**config.mk**
```make
export PLATFORM = sky130hd
export DESIGN_NAME = fasthash64_stream
export DESIGN_NICKNAME = d
export VERILOG_FILES = /design/src/fh64_pkg.sv /design/src/fh64_mul.sv /design/src/fh64_front.sv /design/src/fh64_queue.sv /design/src/fh64_back.sv /design/src/fasthash64_stream.sv
export SDC_FILE = /design/constraint.sdc
export NUM_CORES = 2
export LEC_CHECK = 0
export ABC_AREA = 1
export ABC_CLOCK_PERIOD_IN_PS = 13200
export BUFFER_PORTS_ARGS = -buffer_cell sky130_fd_sc_hd__buf_4
export CAP_MARGIN = 10
export CORE_MARGIN = 3
export CORE_UTILIZATION = 30
export DETAILED_ROUTE_END_ITERATION = 10
export GPL_TIMING_DRIVEN = 1
export PLACE_DENSITY = 0.47
export SYNTH_ARGS = -nofsm -noshare
export SYNTH_HDL_FRONTEND = slang
export SYNTH_HIERARCHICAL = 1
export SYNTH_SLANG_ARGS = --single-unit
```
**constraint.sdc**
```tcl
create_clock -name clock -period 13.2 [get_ports clock]
set_input_delay 0.66 -clock clock [delete_from_list [all_inputs] [get_ports clock]]
set_output_delay 0.66 -clock clock [all_outputs]
set_load 0.02 [all_outputs]
```
**src/fh64_pkg.sv**
```systemverilog
// fasthash64 stream package: constants, queue word type, sequencer states
// and mixing helpers; no dependencies
`timescale 1ns / 1ps

package fh64_pkg;

   localparam logic [63:0] HASH_MUL   = 64'h880355f21e6d1965;
   localparam logic [63:0] MIX_MUL    = 64'h2127599bf4325c37;
   localparam logic [63:0] SEED_RESET = 64'h00000000A16231A7;
   localparam int SHIFT_A = 23;
   localparam int SHIFT_B = 47;

   localparam int LEN_BITS  = 16;
   localparam int NB_W      = 4;
   localparam int WORD_BYTES = 8;

   localparam int ADDR_W = 3;
   localparam logic [ADDR_W-1:0] ADDR_HASH_SEED = 3'd0;

   localparam int Q_DEPTH = 2;
   localparam int Q_PTR_W = $clog2(Q_DEPTH);
   localparam int Q_CNT_W = $clog2(Q_DEPTH + 1);

   typedef struct packed {
      logic                first;
      logic                last;
      logic                has_data;
      logic [63:0]         data;
      logic [LEN_BITS-1:0] len;
   } cmd_type;

   typedef struct packed {
      logic        start;
      logic [63:0] a;
      logic [63:0] b;
   } mul_req_type;

   typedef enum logic [2:0] {
      ST_IDLE,
      ST_START,
      ST_SEED,
      ST_MIX,
      ST_FOLD,
      ST_FINAL,
      ST_OUT
   } back_state_type;

   function automatic logic [63:0] xs_a(input logic [63:0] x);
      xs_a = x ^ (x >> SHIFT_A);
   endfunction

   function automatic logic [63:0] xs_b(input logic [63:0] x);
      xs_b = x ^ (x >> SHIFT_B);
   endfunction

endpackage

```
**src/fh64_mul.sv**
```systemverilog
// shared 64x64 multiplier, low 64 bits of the product, three 32x32 partial
// products, one per cycle; uses fh64_pkg
`timescale 1ns / 1ps

module fh64_mul (
   input  logic                 clock,
   input  logic                 reset,
   input  fh64_pkg::mul_req_type mul_req,
   output logic                 mul_done,
   output logic [63:0]          mul_p
);

   logic        busy_ff, busy_in;
   logic        done_ff, done_in;
   logic [1:0]  step_ff, step_in;
   logic [63:0] a_ff, a_in;
   logic [63:0] b_ff, b_in;
   logic [63:0] acc_ff, acc_in;
   logic [31:0] op_a, op_b;
   logic [63:0] prod;

   always_comb begin
      if (step_ff == 2'd0) begin
         op_a = a_ff[31:0];
         op_b = b_ff[31:0];
      end else if (step_ff == 2'd1) begin
         op_a = a_ff[31:0];
         op_b = b_ff[63:32];
      end else begin
         op_a = a_ff[63:32];
         op_b = b_ff[31:0];
      end
   end

   assign prod = {32'h0, op_a} * {32'h0, op_b};

   always_comb begin
      busy_in = busy_ff;
      step_in = step_ff;
      a_in    = a_ff;
      b_in    = b_ff;
      acc_in  = acc_ff;
      done_in = 1'b0;
      if (mul_req.start) begin
         a_in    = mul_req.a;
         b_in    = mul_req.b;
         busy_in = 1'b1;
         step_in = 2'd0;
      end else if (busy_ff) begin
         step_in = step_ff + 2'd1;
         if (step_ff == 2'd0) begin
            acc_in = prod;
         end else begin
            // cross terms only reach the upper half
            acc_in = acc_ff + {prod[31:0], 32'h0};
         end
         if (step_ff == 2'd2) begin
            busy_in = 1'b0;
            done_in = 1'b1;
         end
      end
   end

   always_ff @(posedge clock) begin
      if (reset) begin
         busy_ff <= 1'b0;
         done_ff <= 1'b0;
         step_ff <= 2'd0;
      end else begin
         busy_ff <= busy_in;
         done_ff <= done_in;
         step_ff <= step_in;
      end
   end

   always_ff @(posedge clock) begin
      a_ff   <= a_in;
      b_ff   <= b_in;
      acc_ff <= acc_in;
   end

   assign mul_done = done_ff;
   assign mul_p    = acc_ff;

endmodule

```
**src/fh64_front.sv**
```systemverilog
// front end: takes input words, masks the tail bytes, tracks whether a
// message is open and drops stray words; uses fh64_pkg
`timescale 1ns / 1ps

module fh64_front (
   input  logic                          clock,
   input  logic                          reset,
   input  logic                          req_valid,
   output logic                          req_stall,
   input  logic [63:0]                   req_word_data,
   input  logic [fh64_pkg::NB_W-1:0]     req_valid_bytes,
   input  logic                          req_first_word,
   input  logic                          req_last_word,
   input  logic [15:0]                   req_total_length,
   input  logic                          q_full,
   output logic                          q_push,
   output fh64_pkg::cmd_type             q_wdata
);

   logic                      in_msg_ff, in_msg_in;
   logic                      accept;
   logic                      live;
   logic [fh64_pkg::NB_W-1:0] nb;
   logic [63:0]               data_m;

   assign req_stall = q_full;
   assign accept    = req_valid & ~q_full;
   assign live      = req_first_word | in_msg_ff;

   always_comb begin
      nb = (req_valid_bytes > fh64_pkg::NB_W'(fh64_pkg::WORD_BYTES)) ?
           fh64_pkg::NB_W'(fh64_pkg::WORD_BYTES) : req_valid_bytes;
      for (int i = 0; i < fh64_pkg::WORD_BYTES; i++) begin
         data_m[8*i +: 8] = (fh64_pkg::NB_W'(i) < nb) ? req_word_data[8*i +: 8] : 8'h00;
      end
   end

   always_comb begin
      q_push           = accept & live;
      q_wdata.first    = req_first_word;
      q_wdata.last     = req_last_word;
      q_wdata.has_data = (nb != '0);
      q_wdata.data     = data_m;
      q_wdata.len      = req_total_length[fh64_pkg::LEN_BITS-1:0];
      in_msg_in        = in_msg_ff;
      if (accept && live) begin
         in_msg_in = ~req_last_word;
      end
   end

   always_ff @(posedge clock) begin
      if (reset) begin
         in_msg_ff <= 1'b0;
      end else begin
         in_msg_ff <= in_msg_in;
      end
   end

endmodule

```
**src/fh64_queue.sv**
```systemverilog
// short fifo of classified words between front end and sequencer
// uses fh64_pkg
`timescale 1ns / 1ps

module fh64_queue (
   input  logic              clock,
   input  logic              reset,
   input  logic              q_push,
   input  fh64_pkg::cmd_type q_wdata,
   output logic              q_full,
   input  logic              q_pop,
   output logic              q_valid,
   output fh64_pkg::cmd_type q_rdata
);

   fh64_pkg::cmd_type                 mem_ff [fh64_pkg::Q_DEPTH];
   logic [fh64_pkg::Q_PTR_W-1:0]      wr_ptr_ff, wr_ptr_in;
   logic [fh64_pkg::Q_PTR_W-1:0]      rd_ptr_ff, rd_ptr_in;
   logic [fh64_pkg::Q_CNT_W-1:0]      cnt_ff, cnt_in;
   logic                              do_push, do_pop;

   assign q_full  = (cnt_ff == fh64_pkg::Q_CNT_W'(fh64_pkg::Q_DEPTH));
   assign q_valid = (cnt_ff != '0);
   assign q_rdata = mem_ff[rd_ptr_ff];
   assign do_push = q_push & ~q_full;
   assign do_pop  = q_pop & q_valid;

   always_comb begin
      wr_ptr_in = wr_ptr_ff;
      rd_ptr_in = rd_ptr_ff;
      cnt_in    = cnt_ff;
      if (do_push) begin
         wr_ptr_in = (wr_ptr_ff == fh64_pkg::Q_PTR_W'(fh64_pkg::Q_DEPTH - 1)) ?
                     '0 : wr_ptr_ff + fh64_pkg::Q_PTR_W'(1);
      end
      if (do_pop) begin
         rd_ptr_in = (rd_ptr_ff == fh64_pkg::Q_PTR_W'(fh64_pkg::Q_DEPTH - 1)) ?
                     '0 : rd_ptr_ff + fh64_pkg::Q_PTR_W'(1);
      end
      if (do_push && !do_pop) begin
         cnt_in = cnt_ff + fh64_pkg::Q_CNT_W'(1);
      end else if (do_pop && !do_push) begin
         cnt_in = cnt_ff - fh64_pkg::Q_CNT_W'(1);
      end
   end

   always_ff @(posedge clock) begin
      if (reset) begin
         wr_ptr_ff <= '0;
         rd_ptr_ff <= '0;
         cnt_ff    <= '0;
      end else begin
         wr_ptr_ff <= wr_ptr_in;
         rd_ptr_ff <= rd_ptr_in;
         cnt_ff    <= cnt_in;
      end
   end

   always_ff @(posedge clock) begin
      if (do_push) begin
         mem_ff[wr_ptr_ff] <= q_wdata;
      end
   end

endmodule

```
**src/fh64_back.sv**
```systemverilog
// sequencer: seeds, mixes and folds each queued word through the shared
// multiplier, finishes the hash and holds it in the output register; uses fh64_pkg
`timescale 1ns / 1ps

module fh64_back (
   input  logic                  clock,
   input  logic                  reset,
   input  logic                  q_valid,
   input  fh64_pkg::cmd_type     q_rdata,
   output logic                  q_pop,
   input  logic [63:0]           hash_seed,
   output fh64_pkg::mul_req_type mul_req,
   input  logic                  mul_done,
   input  logic [63:0]           mul_p,
   output logic                  rsp_valid,
   input  logic                  rsp_stall,
   output logic [63:0]           rsp_hash_value
);

   fh64_pkg::back_state_type state_ff, state_in;
   fh64_pkg::cmd_type        cmd_ff, cmd_in;
   logic [63:0]              hash_ff, hash_in;
   logic                     out_valid_ff, out_valid_in;
   logic [63:0]              out_data_ff, out_data_in;
   logic                     out_load;
   logic [63:0]              seeded;
   logic [63:0]              mixed;

   assign seeded = hash_seed ^ mul_p;
   assign mixed  = fh64_pkg::xs_b(mul_p);

   always_comb begin
      state_in = state_ff;
      cmd_in   = cmd_ff;
      hash_in  = hash_ff;
      q_pop    = 1'b0;
      out_load = 1'b0;
      mul_req  = '0;
      unique case (state_ff)
         fh64_pkg::ST_IDLE: begin
            if (q_valid) begin
               q_pop    = 1'b1;
               cmd_in   = q_rdata;
               state_in = fh64_pkg::ST_START;
            end
         end
         fh64_pkg::ST_START: begin
            priority if (cmd_ff.first) begin
               mul_req  = '{1'b1, 64'(cmd_ff.len), fh64_pkg::HASH_MUL};
               state_in = fh64_pkg::ST_SEED;
            end else if (cmd_ff.has_data) begin
               mul_req  = '{1'b1, fh64_pkg::xs_a(cmd_ff.data), fh64_pkg::MIX_MUL};
               state_in = fh64_pkg::ST_MIX;
            end else if (cmd_ff.last) begin
               mul_req  = '{1'b1, fh64_pkg::xs_a(hash_ff), fh64_pkg::MIX_MUL};
               state_in = fh64_pkg::ST_FINAL;
            end else begin
               state_in = fh64_pkg::ST_IDLE;
            end
         end
         fh64_pkg::ST_SEED: begin
            if (mul_done) begin
               hash_in = seeded;
               priority if (cmd_ff.has_data) begin
                  mul_req  = '{1'b1, fh64_pkg::xs_a(cmd_ff.data), fh64_pkg::MIX_MUL};
                  state_in = fh64_pkg::ST_MIX;
               end else if (cmd_ff.last) begin
                  mul_req  = '{1'b1, fh64_pkg::xs_a(seeded), fh64_pkg::MIX_MUL};
                  state_in = fh64_pkg::ST_FINAL;
               end else begin
                  state_in = fh64_pkg::ST_IDLE;
               end
            end
         end
         fh64_pkg::ST_MIX: begin
            if (mul_done) begin
               mul_req  = '{1'b1, hash_ff ^ mixed, fh64_pkg::HASH_MUL};
               state_in = fh64_pkg::ST_FOLD;
            end
         end
         fh64_pkg::ST_FOLD: begin
            if (mul_done) begin
               hash_in = mul_p;
               if (cmd_ff.last) begin
                  mul_req  = '{1'b1, fh64_pkg::xs_a(mul_p), fh64_pkg::MIX_MUL};
                  state_in = fh64_pkg::ST_FINAL;
               end else begin
                  state_in = fh64_pkg::ST_IDLE;
               end
            end
         end
         fh64_pkg::ST_FINAL: begin
            if (mul_done) begin
               state_in = fh64_pkg::ST_OUT;
            end
         end
         fh64_pkg::ST_OUT: begin
            // product stays in the multiplier until the output register frees up
            if (!out_valid_ff || !rsp_stall) begin
               out_load = 1'b1;
               state_in = fh64_pkg::ST_IDLE;
            end
         end
         default: begin
            state_in = fh64_pkg::ST_IDLE;
         end
      endcase
   end

   always_comb begin
      out_valid_in = out_valid_ff & rsp_stall;
      out_data_in  = out_data_ff;
      if (out_load) begin
         out_valid_in = 1'b1;
         out_data_in  = mixed;
      end
   end

   always_ff @(posedge clock) begin
      if (reset) begin
         state_ff     <= fh64_pkg::ST_IDLE;
         hash_ff      <= '0;
         out_valid_ff <= 1'b0;
      end else begin
         state_ff     <= state_in;
         hash_ff      <= hash_in;
         out_valid_ff <= out_valid_in;
      end
   end

   always_ff @(posedge clock) begin
      cmd_ff      <= cmd_in;
      out_data_ff <= out_data_in;
   end

   assign rsp_valid      = out_valid_ff;
   assign rsp_hash_value = out_data_ff;

endmodule

```
**src/fasthash64_stream.sv**
```systemverilog
// fasthash64 over 64-bit words: each data word goes through the sequencer's shared
// multiplier (three 32x32 partial products per 64-bit multiply, two multiplies per
// word); a first word adds a seeding multiply, a last word a final mix and the output
// register load. a 2-word queue lets the front end take words while the sequencer works.
// synchronous active-high reset clears control state and the hash, seed goes to 0xA16231A7.
`timescale 1ns / 1ps

module fasthash64_stream (
   input  logic                          clock,
   input  logic                          reset,
   input  logic                          req_valid,
   output logic                          req_stall,
   input  logic [63:0]                   req_word_data,
   input  logic [fh64_pkg::NB_W-1:0]     req_valid_bytes,
   input  logic                          req_first_word,
   input  logic                          req_last_word,
   input  logic [15:0]                   req_total_length,
   output logic                          rsp_valid,
   input  logic                          rsp_stall,
   output logic [63:0]                   rsp_hash_value,
   input  logic                          psel,
   input  logic                          penable,
   input  logic                          pwrite,
   input  logic [fh64_pkg::ADDR_W-1:0]   paddr,
   input  logic [63:0]                   pwdata,
   output logic [63:0]                   prdata,
   output logic                          pready
);

   logic [63:0]           seed_ff, seed_in;
   logic                  q_push, q_full, q_pop, q_valid;
   fh64_pkg::cmd_type     q_wdata, q_rdata;
   fh64_pkg::mul_req_type mul_req;
   logic                  mul_done;
   logic [63:0]           mul_p;
   logic                  seed_hit;

   assign pready   = 1'b1;
   assign seed_hit = (paddr == fh64_pkg::ADDR_HASH_SEED);
   assign prdata   = seed_hit ? seed_ff : 64'h0;

   always_comb begin
      seed_in = seed_ff;
      if (psel && penable && pwrite && seed_hit) begin
         seed_in = pwdata;
      end
   end

   always_ff @(posedge clock) begin
      if (reset) begin
         seed_ff <= fh64_pkg::SEED_RESET;
      end else begin
         seed_ff <= seed_in;
      end
   end

   fh64_front u_front (
      .clock            (clock),
      .reset            (reset),
      .req_valid        (req_valid),
      .req_stall        (req_stall),
      .req_word_data    (req_word_data),
      .req_valid_bytes  (req_valid_bytes),
      .req_first_word   (req_first_word),
      .req_last_word    (req_last_word),
      .req_total_length (req_total_length),
      .q_full           (q_full),
      .q_push           (q_push),
      .q_wdata          (q_wdata)
   );

   fh64_queue u_queue (
      .clock   (clock),
      .reset   (reset),
      .q_push  (q_push),
      .q_wdata (q_wdata),
      .q_full  (q_full),
      .q_pop   (q_pop),
      .q_valid (q_valid),
      .q_rdata (q_rdata)
   );

   fh64_mul u_mul (
      .clock    (clock),
      .reset    (reset),
      .mul_req  (mul_req),
      .mul_done (mul_done),
      .mul_p    (mul_p)
   );

   fh64_back u_back (
      .clock          (clock),
      .reset          (reset),
      .q_valid        (q_valid),
      .q_rdata        (q_rdata),
      .q_pop          (q_pop),
      .hash_seed      (seed_ff),
      .mul_req        (mul_req),
      .mul_done       (mul_done),
      .mul_p          (mul_p),
      .rsp_valid      (rsp_valid),
      .rsp_stall      (rsp_stall),
      .rsp_hash_value (rsp_hash_value)
   );

endmodule

```
==> out/metrics.yaml <==
slowest_stage: "inv_1"
cp-startpoint: "u_mul/step_ff[0]"
drv_slew: 0
timing.setup.tns_ns: 0
gp_congestion: 0.953
utilization_pct: 33.4
worstMarginPinSlew_ns: 1.23
io_pins: 291
start_util_pct: 30.2
cp-end-kind: "register"
cts_tree: "done"
yosys_warnings: 6
final_common_cell: "nand2_1"
clk_path_buf_depth: 3
slowest_delay_ns: 0.80
outcome: "finished clean"
dp_hpwl_um: 215000
cts_hold_buf: 0
fill_cells: 23500
grt_pass1_vias: 55600
syn_area_um2: 67400
path_common_cell: "inv_1"
cts_max_level: 3
r2r-start: "u_mul/step_ff[0]"
fin_area_um2: 74500
dr.pass1.iters: 5
via_count: 53700
maxCapViolations: 0
drc: 0
post-route-min-period_ns: 10.99
numCtsBuffers: 78
skew_ns: 0.0299
r2r_end: "u_mul/mul_p[63]"
grt_usage_pct: 23.4
dpl_worst_slack_ns: 2.31
num-nets-final: 9294
hold_viol_final: 0
drt-initial-drc-count: 4756
cp-endpoint: "u_mul/mul_p[63]"
dieArea_um2: 231000
cp_max_fo: 29
max_freq_mhz: 91.0
ys_ff_latch: 647
area_growth_pct: 10.5
ys_types: 60
die_height_um: 480
die_x_um: 480
insertion_delay_ns: 0.67
grt_max_degree: 79
rows: 173
path_class: "register to register"
final_cell_mix: "nand2_1 (1760), inv_1 (1459), nor2_1 (899), fa_1 (897), edfxtp_1 (505)"
max_slew_margin_pct: 17.9
portBuffers: 289
cp_top_family: "adder cells"
seq_area_frac_synth_pct: 26.7
setup_violations: 0
period_share_pct: 83.2
start_kind: "register"
routed_via_density: 4.89
cts_resized: 0
cp.arrival_ns: 11.39
routedWlPerCell_um: 24.9
fin_ws_ns: 2.21
hold_path_class: "input port to register"
synth-async-reset-ratio_pct: 0
clkSinkCount: 647
dpl_cell_area_um2: 71900
cts_setup_buffers: 0
synthCells: 7860
grt_first_pass_wirelength_um: 392000
synth-edff-count: 505
ff2ff_path_depth: 40
ys.flop_type: "edfxtp_1"
drive_gt1_share_pct: 10.1
regToRegSetupSlack_ns: 2.21
clkTransAtPathRegs_ns: 0.06
avgSynthCellArea_um2: 8.58
cp_data_required_time_ns: 13.61
critPathBufInv: 12
cts-root-buf: "clkbuf_16"
antenna_found_initial: 15
critical_path_depth: 40
overflow: 0
rsz0062_at_grt: "no"
core-area_um2: 223000
ant_nets: 0
wl_um: 273000
==> layout make-up <==
| class | instances | area, um2 | area share, % |
|---|---|---|---|
| clock buffer | 96 | 2060 | 2.76 |
| antenna | 5 | 12.5 | 0.0168 |
| sequential | 647 | 18000 | 24.2 |
| inverter | 1517 | 5700 | 7.65 |
| clock inverter | 50 | 556 | 0.745 |
| timing repair buffer | 399 | 3010 | 4.04 |
| tap | 2975 | 3720 | 4.99 |
| multi-input combinational | 5293 | 41400 | 55.6 |
==> worst min path at each step <==
stage                        startpoint                   endpoint  slack, ns  cells after the start
floorplan               u_mul/mul_p[17]  u_back/rsp_hash_value[17]       0.42                      0
global placement      u_front/in_msg_ff          u_front/in_msg_ff       0.46                      2
detailed placement    u_front/in_msg_ff          u_front/in_msg_ff       0.48                      2
CTS                 req_total_length[5]       u_queue/mem_ff[0][5]       0.14                      1
global route        req_total_length[3]       u_queue/mem_ff[0][3]       0.15                      1
finish              req_total_length[5]       u_queue/mem_ff[1][5]       0.18                      1
==> state kept, by name, summed over array words and instances (netlist names), 2 cells and up, named ones only <==
name,cells
u_back/state_ff,3
u_queue/cnt_ff,2
u_mul/mul_p,64
u_mul/a_ff,64
u_back/hash_ff,64
u_queue/mem_ff,166
u_back/cmd_ff,83
seed_ff,64
u_back/rsp_hash_value,64
u_mul/step_ff,2
u_mul/b_ff,64
==> metal layers <==
| metal | part of all wire (%) | track usage, % | up-vias |
|---|---|---|---|
| li1 | - | - | 23900 |
| met1 | 41 | 30.2 | 27400 |
| met2 | 48 | 39.4 | 1931 |
| met3 | 5.8 | 2.84 | 428 |
| met4 | 5.3 | 10.6 | 4 |
| met5 | 0.011 | 0 | - |
==> through the flow <==
step / cells / hold slack, ns
final: 11000 / 0.182
after global routing: 11000 / 0.147
after CTS: 11000 / 0.138
after detailed placement: 10800 / 0.480
after global placement: 10800 / 0.462
after floorplan: 7878 / 0.424
==> cells by family after synthesis <==
kind of cell / count (synthesis) / share of synthesized area [%]
DFF: 647 / 26.7
muxes: 83 / 1.78
AOI/OAI and AO/OA: 679 / 5.55
other: 2 / 0.0111
adders and majority gates: 1198 / 32.2
and+or+nand+nor: 3078 / 18.5
buffers and inverters: 1938 / 12.2
xor gates and xnor gates: 235 / 3.06
==> Yosys cell counts, types with 3 or more instances <==
cell type	n	area, um2
a21boi_0	6	45.0
a21o_1	8	60.1
a21oi_1	266	1330
a21oi_2	6	52.6
a22oi_1	3	22.5
buf_1	13	48.8
buf_12	7	140
buf_2	195	976
buf_4	98	736
buf_6	23	259
clkbuf_1	82	308
dfxtp_1	142	2840
edfxtp_1	505	15200
fa_1	897	18000
ha_1	301	3770
inv_1	1460	5480
inv_2	54	203
mux2_2	13	146
mux2_4	70	1050
nand2_1	1761	6610
nand2_2	26	163
nand2_4	3	33.8
nand3_1	240	1200
nand3_2	9	90.1
nand3b_1	27	203
nand4_1	44	275
nor2_1	903	3390
nor2_2	15	93.8
nor2_4	8	90.1
nor3_1	15	75.1
nor3_2	5	50.1
nor4_1	3	18.8
o211ai_1	13	97.6
o21a_1	5	37.5
o21ai_0	260	1300
o21ai_1	52	260
o21ai_2	29	254
o21ai_4	5	81.3
o21bai_1	11	82.6
o22ai_1	9	56.3
or2_2	11	68.8
xnor2_1	116	1020
xor2_1	118	1030
Power is not shown: default switching activity piles up to over one toggle a cycle in this logic, so the estimate is an artifact.
